===== src/rtl/assert_macros.svh =====
// Assertion macros used by the RTL file that checks its own behaviour.
`ifndef ASSERT_MACROS_SVH
`define ASSERT_MACROS_SVH

// Checks that a condition holds at every clock edge outside reset.
`define ASSERT_ALWAYS(label, cond, msg) \
    label: assert property (@(posedge aclk) disable iff (!aresetn) (cond)) else $error(msg);

// Checks that a condition at one edge is followed by another at the next edge.
`define ASSERT_NEXT(label, ante, cons, msg) \
    label: assert property (@(posedge aclk) disable iff (!aresetn) (ante) |=> (cons)) \
        else $error(msg);

`endif


===== src/rtl/ccsort_pkg.sv =====
// Shared widths and defaults of the comparison counting sort unit.
package ccsort_pkg;

    // Width of one sorted value.
    localparam int DATA_W = 32;

    // Default and largest capacity of the element store.
    localparam int MAX_ITEMS_DEF = 64;
    localparam int MAX_ITEMS_CAP = 64;

endpackage


===== src/rtl/ccsort_ram.sv =====
// Generic simple dual-port RAM with one write port and one registered read port.
module ccsort_ram #(
    parameter int WIDTH = 32,
    parameter int DEPTH = 64
) (
    input  logic                     aclk,
    input  logic                     wr_en,
    input  logic [$clog2(DEPTH)-1:0] wr_addr,
    input  logic [WIDTH-1:0]         wr_data,
    input  logic [$clog2(DEPTH)-1:0] rd_addr,
    output logic [WIDTH-1:0]         rd_data
);

    logic [WIDTH-1:0] mem [DEPTH];
    logic [WIDTH-1:0] rd_data_reg;

    // Write, and read the addressed entry into the output register.
    always_ff @(posedge aclk) begin
        if (wr_en) begin
            mem[wr_addr] <= wr_data;
        end
        rd_data_reg <= mem[rd_addr];
    end

    assign rd_data = rd_data_reg;

endmodule


===== src/rtl/comparison_counting_sort_unit.sv =====
// Stable comparison counting sort: a new item is compared against every stored value with one
// shared signed comparator, one stored value per cycle, while the block is not ready. The
// compare pass is paced by the single read port of the value and rank memories, which delivers
// one stored value and its rank each cycle; after it the item's own rank is written back and
// the block is ready again. An item arriving with the store full is dropped and flags overflow
// on the set. After the item marked last, the n values are placed by rank into a sorted memory;
// then each result is read (S_ERD), loaded into the output register (S_ELD) and held in S_EOUT
// until m_tready. Equal values leave in arrival order.
`include "assert_macros.svh"

module comparison_counting_sort_unit #(
    parameter int MAX_ITEMS = ccsort_pkg::MAX_ITEMS_DEF
) (
    input  logic                          aclk,
    input  logic                          aresetn,
    // Input items.
    input  logic                          s_tvalid,
    output logic                          s_tready,
    input  logic [ccsort_pkg::DATA_W-1:0] s_tdata,  // [31:0] value
    input  logic                          s_tlast,  // last_in
    // Result items.
    output logic                          m_tvalid,
    input  logic                          m_tready,
    output logic [ccsort_pkg::DATA_W-1:0] m_tdata,  // [31:0] sorted_value
    output logic                          m_tlast,  // last_out
    output logic                          m_tuser   // [0] overflow
);

    localparam int DW = ccsort_pkg::DATA_W;
    localparam int AW = $clog2(MAX_ITEMS);
    localparam int CW = $clog2(MAX_ITEMS + 1);

    typedef enum logic [2:0] {
        S_IDLE,
        S_CMP,
        S_FIN,
        S_SCAT,
        S_ERD,
        S_ELD,
        S_EOUT
    } state_t;

    state_t          state_reg, state_next;
    logic [CW-1:0]   cnt_reg, cnt_next;
    logic            ovf_reg, ovf_next;
    logic [DW-1:0]   new_val_reg, new_val_next;
    logic            last_reg, last_next;
    logic [CW-1:0]   idx_reg, idx_next;
    logic            pend_reg, pend_next;
    logic [AW-1:0]   pend_idx_reg, pend_idx_next;
    logic [AW-1:0]   own_rank_reg, own_rank_next;
    logic            m_valid_reg, m_valid_next;
    logic [DW-1:0]   m_data_reg, m_data_next;
    logic            m_last_reg, m_last_next;
    logic            m_user_reg, m_user_next;

    // Memory ports.
    logic            val_we;
    logic [AW-1:0]   val_waddr;
    logic [DW-1:0]   val_rdata;
    logic            rank_we;
    logic [AW-1:0]   rank_waddr;
    logic [AW-1:0]   rank_wdata;
    logic [AW-1:0]   rank_rdata;
    logic            srt_we;
    logic [DW-1:0]   srt_rdata;
    logic            s_accept;
    logic            is_less;

    assign s_tready = (state_reg == S_IDLE);
    assign s_accept = s_tvalid && s_tready;

    // Shared comparator: new value against the stored value read last cycle.
    assign is_less = $signed(new_val_reg) < $signed(val_rdata);

    ccsort_ram #(.WIDTH(DW), .DEPTH(MAX_ITEMS)) u_val_ram (
        .aclk    (aclk),
        .wr_en   (val_we),
        .wr_addr (val_waddr),
        .wr_data (s_tdata),
        .rd_addr (idx_reg[AW-1:0]),
        .rd_data (val_rdata)
    );

    ccsort_ram #(.WIDTH(AW), .DEPTH(MAX_ITEMS)) u_rank_ram (
        .aclk    (aclk),
        .wr_en   (rank_we),
        .wr_addr (rank_waddr),
        .wr_data (rank_wdata),
        .rd_addr (idx_reg[AW-1:0]),
        .rd_data (rank_rdata)
    );

    ccsort_ram #(.WIDTH(DW), .DEPTH(MAX_ITEMS)) u_srt_ram (
        .aclk    (aclk),
        .wr_en   (srt_we),
        .wr_addr (rank_rdata),
        .wr_data (val_rdata),
        .rd_addr (idx_reg[AW-1:0]),
        .rd_data (srt_rdata)
    );

    // Sequencer: compare pass, rank write-back, scatter by rank, then emit.
    always_comb begin
        state_next    = state_reg;
        cnt_next      = cnt_reg;
        ovf_next      = ovf_reg;
        new_val_next  = new_val_reg;
        last_next     = last_reg;
        idx_next      = idx_reg;
        pend_next     = 1'b0;
        pend_idx_next = pend_idx_reg;
        own_rank_next = own_rank_reg;
        m_valid_next  = m_valid_reg;
        m_data_next   = m_data_reg;
        m_last_next   = m_last_reg;
        m_user_next   = m_user_reg;
        val_we        = 1'b0;
        val_waddr     = cnt_reg[AW-1:0];
        rank_we       = 1'b0;
        rank_waddr    = pend_idx_reg;
        rank_wdata    = AW'(rank_rdata + 1'b1);
        srt_we        = 1'b0;

        unique case (state_reg)
            S_IDLE: begin
                if (s_accept) begin
                    last_next = s_tlast;
                    idx_next  = '0;
                    if (cnt_reg < CW'(MAX_ITEMS)) begin
                        val_we        = 1'b1;
                        new_val_next  = s_tdata;
                        own_rank_next = '0;
                        state_next    = S_CMP;
                    end else begin
                        ovf_next = 1'b1;
                        if (s_tlast) begin
                            state_next = S_SCAT;
                        end
                    end
                end
            end
            S_CMP: begin
                // Result of the read issued last cycle.
                if (pend_reg) begin
                    if (is_less) begin
                        rank_we = 1'b1;
                    end else begin
                        own_rank_next = own_rank_reg + 1'b1;
                    end
                end
                if (idx_reg < cnt_reg) begin
                    pend_next     = 1'b1;
                    pend_idx_next = idx_reg[AW-1:0];
                    idx_next      = idx_reg + 1'b1;
                end else begin
                    state_next = S_FIN;
                end
            end
            S_FIN: begin
                rank_we    = 1'b1;
                rank_waddr = cnt_reg[AW-1:0];
                rank_wdata = own_rank_reg;
                cnt_next   = cnt_reg + 1'b1;
                idx_next   = '0;
                state_next = last_reg ? S_SCAT : S_IDLE;
            end
            S_SCAT: begin
                // Place the value read last cycle at the slot given by its rank.
                srt_we = pend_reg;
                if (idx_reg < cnt_reg) begin
                    pend_next = 1'b1;
                    idx_next  = idx_reg + 1'b1;
                end else begin
                    idx_next   = '0;
                    state_next = S_ERD;
                end
            end
            S_ERD: begin
                state_next = S_ELD;
            end
            S_ELD: begin
                m_valid_next = 1'b1;
                m_data_next  = srt_rdata;
                m_last_next  = (CW'(idx_reg + 1'b1) == cnt_reg);
                m_user_next  = ovf_reg;
                state_next   = S_EOUT;
            end
            S_EOUT: begin
                if (m_tready) begin
                    m_valid_next = 1'b0;
                    if (m_last_reg) begin
                        cnt_next   = '0;
                        ovf_next   = 1'b0;
                        idx_next   = '0;
                        state_next = S_IDLE;
                    end else begin
                        idx_next   = idx_reg + 1'b1;
                        state_next = S_ERD;
                    end
                end
            end
            default: begin
                state_next = S_IDLE;
            end
        endcase
    end

    // State and registered outputs.
    always_ff @(posedge aclk) begin
        if (!aresetn) begin
            state_reg   <= S_IDLE;
            cnt_reg     <= '0;
            ovf_reg     <= 1'b0;
            pend_reg    <= 1'b0;
            m_valid_reg <= 1'b0;
        end else begin
            state_reg   <= state_next;
            cnt_reg     <= cnt_next;
            ovf_reg     <= ovf_next;
            pend_reg    <= pend_next;
            m_valid_reg <= m_valid_next;
        end
        new_val_reg  <= new_val_next;
        last_reg     <= last_next;
        idx_reg      <= idx_next;
        pend_idx_reg <= pend_idx_next;
        own_rank_reg <= own_rank_next;
        m_data_reg   <= m_data_next;
        m_last_reg   <= m_last_next;
        m_user_reg   <= m_user_next;
    end

    assign m_tvalid = m_valid_reg;
    assign m_tdata  = m_data_reg;
    assign m_tlast  = m_last_reg;
    assign m_tuser  = m_user_reg;

    // The store never holds more than its capacity.
    `ASSERT_ALWAYS(a_cnt_range, cnt_reg <= CW'(MAX_ITEMS), "item count beyond capacity")
    // No input item is taken while a result is on offer.
    `ASSERT_ALWAYS(a_busy_emit, !(m_tvalid && s_tready), "input ready while emitting")
    // A pending memory read only exists during the compare or scatter pass.
    `ASSERT_ALWAYS(a_pend_state, !pend_reg || state_reg == S_CMP || state_reg == S_SCAT,
                   "pending read outside a pass")
    // Delivering the final result starts a fresh set.
    `ASSERT_NEXT(a_set_clear, m_tvalid && m_tready && m_tlast,
                 cnt_reg == '0 && !ovf_reg && s_tready, "set not cleared after final result")

endmodule

===== config.mk =====
export PLATFORM = sky130hd
export DESIGN_NAME = comparison_counting_sort_unit
export DESIGN_NICKNAME = d
export VERILOG_FILES = /design/src/rtl/ccsort_pkg.sv /design/src/rtl/ccsort_ram.sv /design/src/rtl/comparison_counting_sort_unit.sv
export VERILOG_INCLUDE_DIRS = /design/src /design/src/rtl
export SDC_FILE = /design/constraint.sdc
export NUM_CORES = 2
export LEC_CHECK = 0
export BUFFER_PORTS_ARGS = -buffer_cell sky130_fd_sc_hd__clkbuf_2
export CAP_MARGIN = 20
export CORE_ASPECT_RATIO = 0.6
export CORE_MARGIN = 2
export CORE_UTILIZATION = 57
export CTS_CLUSTER_DIAMETER = 200
export DETAILED_ROUTE_END_ITERATION = 12
export GPL_ROUTABILITY_DRIVEN = 1
export PLACE_DENSITY = 0.83
export SYNTH_ARGS = -nofsm -noshare
export SYNTH_HDL_FRONTEND = slang
export SYNTH_HIERARCHICAL = 1
export SYNTH_MEMORY_MAX_BITS = 65536
export SYNTH_SLANG_ARGS = --single-unit

===== constraint.sdc =====
create_clock -name aclk -period 3.91 [get_ports aclk]
set_clock_uncertainty 0.2 [all_clocks]
set_input_delay 0.1955 -clock aclk [delete_from_list [all_inputs] [get_ports aclk]]
set_output_delay 0.1955 -clock aclk [all_outputs]
set_load 0.05 [all_outputs]

Word level (Yosys, flattened, before mapping)
Memory sizes are Yosys's and may differ from the RTL's. A register that Yosys moved wholly into a read port is not among the register bits.
Index checks and enable logic that the tools add are counted.

cells by class
  $add $sub $neg = 4
  magnitude comparators = 3
  equal/unequal tests = 18
  multiplexer cells = 46
  reduce and logical (&&, ||, !) cells = 18

operator list
  kind                                                    number
  two-way mux 7 bit                                       7
  two-way mux 6 bit                                       6
  case mux 7 bit (5 select lines)                         1
  < comparator 32 bit                                     1
  two-way mux 3 bit                                       7
  case mux 3 bit (7 select lines)                         1
  two-way mux 1 bit                                       18
  inequality test 2 bit (second input constant)           8
  AND reduction 5 bit                                     3
  adder 7 x 1 -> 7 bit (second input constant)            2
  case mux 7 bit (2 select lines)                         1
  adder 6 x 1 -> 6 bit (second input constant)            2
  case mux 6 bit (2 select lines)                         1
  equality test 3 bit (second input constant)             3
  AND reduction 2 bit                                     4
  nonzero test 2 bit                                      4
  equality test 7 bit                                     1
  < comparator 7 bit                                      1
  < comparator 7 bit (second input constant)              1
  equality test 3 x 2 -> 1 bit (second input constant)    2
  case mux 1 bit (2 select lines)                         3
  AND reduction 3 bit                                     2
  nonzero test 5 bit                                      1
  inequality test 2 x 1 -> 1 bit (second input constant)  2
  other kinds (7)                                         7

word-level totals
  register bits after elaboration = 99
  memory bits (writable) = 4480
  output and inout port bits = 36
  word-level logic and storage cells = 105
  memories kept = 3

memory list
  name            depth  bits a word  rd ports  clocked after Yosys merged registers in  wr ports  RTL line          text
  u_srt_ram.mem   64     32           1         1                                        1         ccsort_ram.sv:14  logic [WIDTH-1:0] mem [DEPTH];
  u_val_ram.mem   64     32           1         1                                        1         ccsort_ram.sv:14
  u_rank_ram.mem  64     6            1         1                                        1         ccsort_ram.sv:14

Longest topological paths before layout
  depth after elaboration = 6
  gate-level depth with buffers = 11
  depth with buffers taken out = 11

By module
Netlist, hierarchy kept.

by module, submodules not included
  module                         times used  cells an instance  area each (um^2)  seq. area each (um^2)
  ccsort_ram at u_srt_ram ...    2           3324               78515.3           62139.6
  ccsort_ram at u_rank_ram       1           720                15225.9           11651.2
  comparison_counting_sort_unit  1           387                4750.8            2842.7

Worst setup path after synthesis
No wires, ideal clock.

  path type = reg2reg
  start point = register state_reg[2]
  end point = memory u_val_ram.mem[48][0], enable pin
  library setup time = 0.461 ns
  arrival time = 4.638 ns
  data required time = 3.249 ns
  path slack = -1.389 ns
  cell stages (with the launch flop) = 7
  path buffers = 1
  path through = dfxtp_1 -> clkbuf_1 -> nor3_1 -> and3_1 -> nor2b_1 -> nand4b_1 -> nor3_1

on the way
  word-level cells in the longest chain between the ends = 6

ends and longest elaborated chain
  item                                         RTL line                              text
  start, declared                              comparison_counting_sort_unit.sv:43   state_t state_reg, state_next;
  start signal, assigned                       comparison_counting_sort_unit.sv:218  state_reg <= state_next;
  logical NOT 3 bit (*)                        comparison_counting_sort_unit.sv:70   assign s_tready = (state_reg == S_IDLE);
  via s_tready                                 comparison_counting_sort_unit.sv:18   output logic s_tready,
  logical AND 1 bit                            comparison_counting_sort_unit.sv:71   assign s_accept = s_tvalid && s_tready;
  two-way mux 1 bit                            comparison_counting_sort_unit.sv:127  if (s_accept) begin
  two-way mux 1 bit (*)                        comparison_counting_sort_unit.sv:125  unique case (state_reg)
  via val_we                                   comparison_counting_sort_unit.sv:58   logic val_we;
  two-way mux 1 bit (*)                        ccsort_ram.sv:19                      if (wr_en) begin
  two-way mux 1 bit (implied by the code) (*)  ccsort_ram.sv:20                      mem[wr_addr] <= wr_data;
  end, declared                                ccsort_ram.sv:14

The timed path passes the listed nets; every way through them passes the cells marked *.

Final worst setup path
  start point = register new_val_reg[21]
  end point = memory u_rank_ram/mem[60][0] (netlist bit), enable pin

on the way
  word-level cells in the longest chain between the ends = 6

ends and longest elaborated chain
  item                                     RTL line                              text
  start, declared                          comparison_counting_sort_unit.sv:46   logic [DW-1:0] new_val_reg, new_val_next;
  start signal, assigned                   comparison_counting_sort_unit.sv:224  new_val_reg <= new_val_next;
  < comparator 32 bit                      comparison_counting_sort_unit.sv:74   assign is_less = $signed(new_val_reg) < $signed(val_rdata);
  two-way mux 1 bit                        comparison_counting_sort_unit.sv:146  if (is_less) begin
  two-way mux 1 bit                        comparison_counting_sort_unit.sv:145  if (pend_reg) begin
  case mux 1 bit (2 select lines)          comparison_counting_sort_unit.sv:125
  via rank_we                              comparison_counting_sort_unit.sv:61   logic rank_we;
  two-way mux 1 bit                        ccsort_ram.sv:19
  two-way mux 1 bit (implied by the code)  ccsort_ram.sv:20
  end, declared                            ccsort_ram.sv:14

The timed path passes the listed nets, and every way through them passes these cells.

==> impl_metrics.json <==
{
  "grt-ovfl-total": 0,
  "setup_viol_count_final": 0,
  "cts_max_level": 5,
  "floorplan.rows": 158,
  "placed_area_sq_um": 187000,
  "maxCapViolations": 0,
  "cts_tree": "built",
  "critical_path_peak_fanout": 7,
  "synth-warning-count": 6,
  "wire_per_inst_um": 40.3,
  "netlist.area_leader.share_pct": 77.5,
  "multi_input_area_sq_um": 37200,
  "port_buffers": 72,
  "post-route-min-period_ns": 3.89,
  "hold_viol": 0,
  "drc": 0,
  "layout.nets": 8452,
  "worstHoldPathType": "in2reg",
  "async_flop_share_pct": 0,
  "syn-cell-area_sq_um": 177000,
  "cts-root-to-sink-buffers": 4,
  "vias_per_cell": 7.35,
  "p_per_area_nw_per_um2": 736,
  "holdWs_ns": 0.0534,
  "most_frequent_cell_after_synthesis": "sky130_fd_sc_hd__edfxtp_1",
  "critical_path_depth": 13,
  "buffering_stage_count_on_the_worst_path_with_inverters_included": 3,
  "max_slew_margin_pct": 17.2,
  "timing.critical_path.max_delay_family": "compound AO/OA/AOI/OAI gates",
  "cts_root_buffer": "sky130_fd_sc_hd__clkbuf_16",
  "worst_r2r_path_depth": 13,
  "boundaryPins": 73,
  "layout_top_registers": "u_srt_ram/mem (2048), u_val_ram/mem (2048), u_rank_ram/mem (384)",
  "critPathArrivalTime_ns": 4.32,
  "synthDominantAreaCellType": "sky130_fd_sc_hd__edfxtp_1",
  "post-layout-total-power_uw": 147000,
  "postCtsSetupBuffers": 0,
  "gp_routability_congestion": 0.895,
  "drt_iter0_markers": 19800,
  "critical_path.max_stage_delay_ns": 0.44,
  "finalInstanceArea_sq_um": 200000,
  "endpoint_kind": "flip-flop",
  "wirelength_um": 519000,
  "antenna_left": 0,
  "power.static_leakage_uw": 0.0618,
  "clock_sinks": 4649,
  "cts_buffers": 395,
  "synth_cells": 7755,
  "n_fill_cell": 17800,
  "placement.setup.worst_slack_ns": -0.0670,
  "worst_ir_drop_vdd_mv": 0.677,
  "postSynthRegisterBits": 4649,
  "grt_pass1_vias": 93800,
  "synth_edf_count": 4566,
  "tns_ns": 0,
  "required_ns": 4.34,
  "synth_top_flop_cell": "sky130_fd_sc_hd__edfxtp_1",
  "dp.final_hpwl_um": 270000,
  "detail_route.first_pass.iterations": 7,
  "syn-mean-instance-area_sq_um": 22.8,
  "synthTopCellsByArea": "sky130_fd_sc_hd__edfxtp_1, sky130_fd_sc_hd__mux4_2, sky130_fd_sc_hd__mux2i_1",
  "criticalPathCategory": "reg2reg",
  "floorplan.die_area_sq_um": 315000,
  "syn-num-nets": 7834,
  "pin_count_of_the_biggest_net_entering_global_routing": 97,
  "grt_pass1_wl_um": 724000,
  "grt_use_total_pct": 32.8,
  "antenna_found_initial": 47,
  "layout-area-overhead-vs-synth_pct": 13.1,
  "cpMostUsedCell": "sky130_fd_sc_hd__buf_4",
  "start_util_pct": 57.3,
  "clk_pin_slew_worst_paths_ns": 0.08,
  "status": "complete, no violations",
  "worstMarginPinSlew_ns": 1.24,
  "fin_ws_ns": 0.0221,
  "fraction_of_layout_instances_using_a_drive_strength_above_1_pct": 29.3,
  "worstSkewPairLatency_ns": 1.01,
  "register_area_sq_um": 139000,
  "crit_path_start_kind": "flip-flop",
  "placeableCoreArea_sq_um": 309000,
  "post-route-period-util_pct": 99.4,
  "cp_slowest_cell": "sky130_fd_sc_hd__edfxtp_1",
  "worstPathCellList": "ha_4 > and3_4 > a221o_1 > a221oi_2 > o211ai_1 > o21ai_1 > buf_4 > a31o_4 > nor2b_2 > nand2_1 > buf_4 > nor2_1 > buf_4",
  "routed-via-count": 94600,
  "slew_violations": 0,
  "top_cells_by_count_synth": "sky130_fd_sc_hd__edfxtp_1, sky130_fd_sc_hd__mux4_2, sky130_fd_sc_hd__nor2_1",
  "worst_hold_path.num_cells": 3,
  "post_synth_num_cell_types": 73,
  "fmax_mhz": 257,
  "die_y_um": 436,
  "sequential_share_of_the_synthesized_area_pct": 78.4,
  "die_width_um": 723
}
[path summary, 6_finish.rpt]
path	slack, ns	start	to
max	0.02	new_val_reg[21]	u_rank_ram/mem[60][0]
min	0.05	aresetn	state_reg[2]
max reg2reg	0.02	new_val_reg[21]	u_rank_ram/mem[60][0]
min reg2reg	0.22	u_srt_ram/rd_data[15]	m_tdata[15]
[metal layers]
layer  wire (um)  part of all wire (%)  track usage (%)
met3       94400                    18             13.3
met2      231000                    45             47.7
met1      166000                    32             44.7
met4       26800                   5.2             13.0
met5         279                 0.054                0
[power breakdown]
group          switching [uW]  internal, uW
clock network           18700         22000
logic                   29600         16000
registers                 766         60200
[logic make-up after synthesis]
group / count (synthesis) / synth area share, %
flops: 4649 / 78.4
mux: 1399 / 16.3
simple gates: 674 / 1.74
compound gates: 516 / 1.92
buf+inv: 451 / 1.25
fa+ha+maj: 42 / 0.297
xor+xnor: 24 / 0.119
[cells in the final DEF (no fill, tap or decap), types with 38 or more instances in the layout]
cell and instances:
sky130_fd_sc_hd__dfxtp_1 51, sky130_fd_sc_hd__nand2_1 84, sky130_fd_sc_hd__buf_4 427, sky130_fd_sc_hd__dlygate4sd3_1 39, sky130_fd_sc_hd__inv_1 41, sky130_fd_sc_hd__nor2b_1 38
sky130_fd_sc_hd__clkbuf_2 72, sky130_fd_sc_hd__a21oi_1 150, sky130_fd_sc_hd__o221ai_1 63, sky130_fd_sc_hd__edfxtp_1 4566, sky130_fd_sc_hd__clkbuf_16 404, sky130_fd_sc_hd__ha_1 38
sky130_fd_sc_hd__bufinv_16 43, sky130_fd_sc_hd__nor2_1 228, sky130_fd_sc_hd__clkinv_2 62, sky130_fd_sc_hd__o22ai_1 180, sky130_fd_sc_hd__mux4_2 1175, sky130_fd_sc_hd__clkbuf_1 80
sky130_fd_sc_hd__mux2i_1 201, sky130_fd_sc_hd__clkinv_1 82, sky130_fd_sc_hd__buf_12 92, sky130_fd_sc_hd__nand3_1 38, sky130_fd_sc_hd__nor2_4 129
[what timing repair did]
action,CTS,global route
pin swaps,0,5
gates cloned,0,0
hold endpoints to repair,1034,175
setup endpoints to repair,384,360
resized for setup,23,12
hold buffers,36,3
[cell type report]
cell class | instances | area share (%)
clock buffers | 492 | 5.26
well taps | 4160 | 2.60
diodes | 16 | 0.0200
repair buffers | 630 | 2.90
flip-flops and latches | 4649 | 69.4
multi-input cells | 2655 | 18.6
clock inverters | 227 | 1.19
inverters | 42 | 0.0788
[stage by stage]
step / cells / utilization, %
5_1_grt: 12900 / 64.8
3_3_place_gp: 12100 / 60.4
2_1_floorplan: 7755 / -
3_5_place_dp: 12100 / 60.4
6_report: 12900 / 64.8
4_1_cts: 12800 / 64.7
[worst min-delay path: stages]
cell and delay, ns:
sky130_fd_sc_hd__dlygate4sd3_1 0.59, sky130_fd_sc_hd__clkbuf_2 0.22, sky130_fd_sc_hd__a31o_1 0.17
No activity file was read; power rests on OpenSTA's default activity.
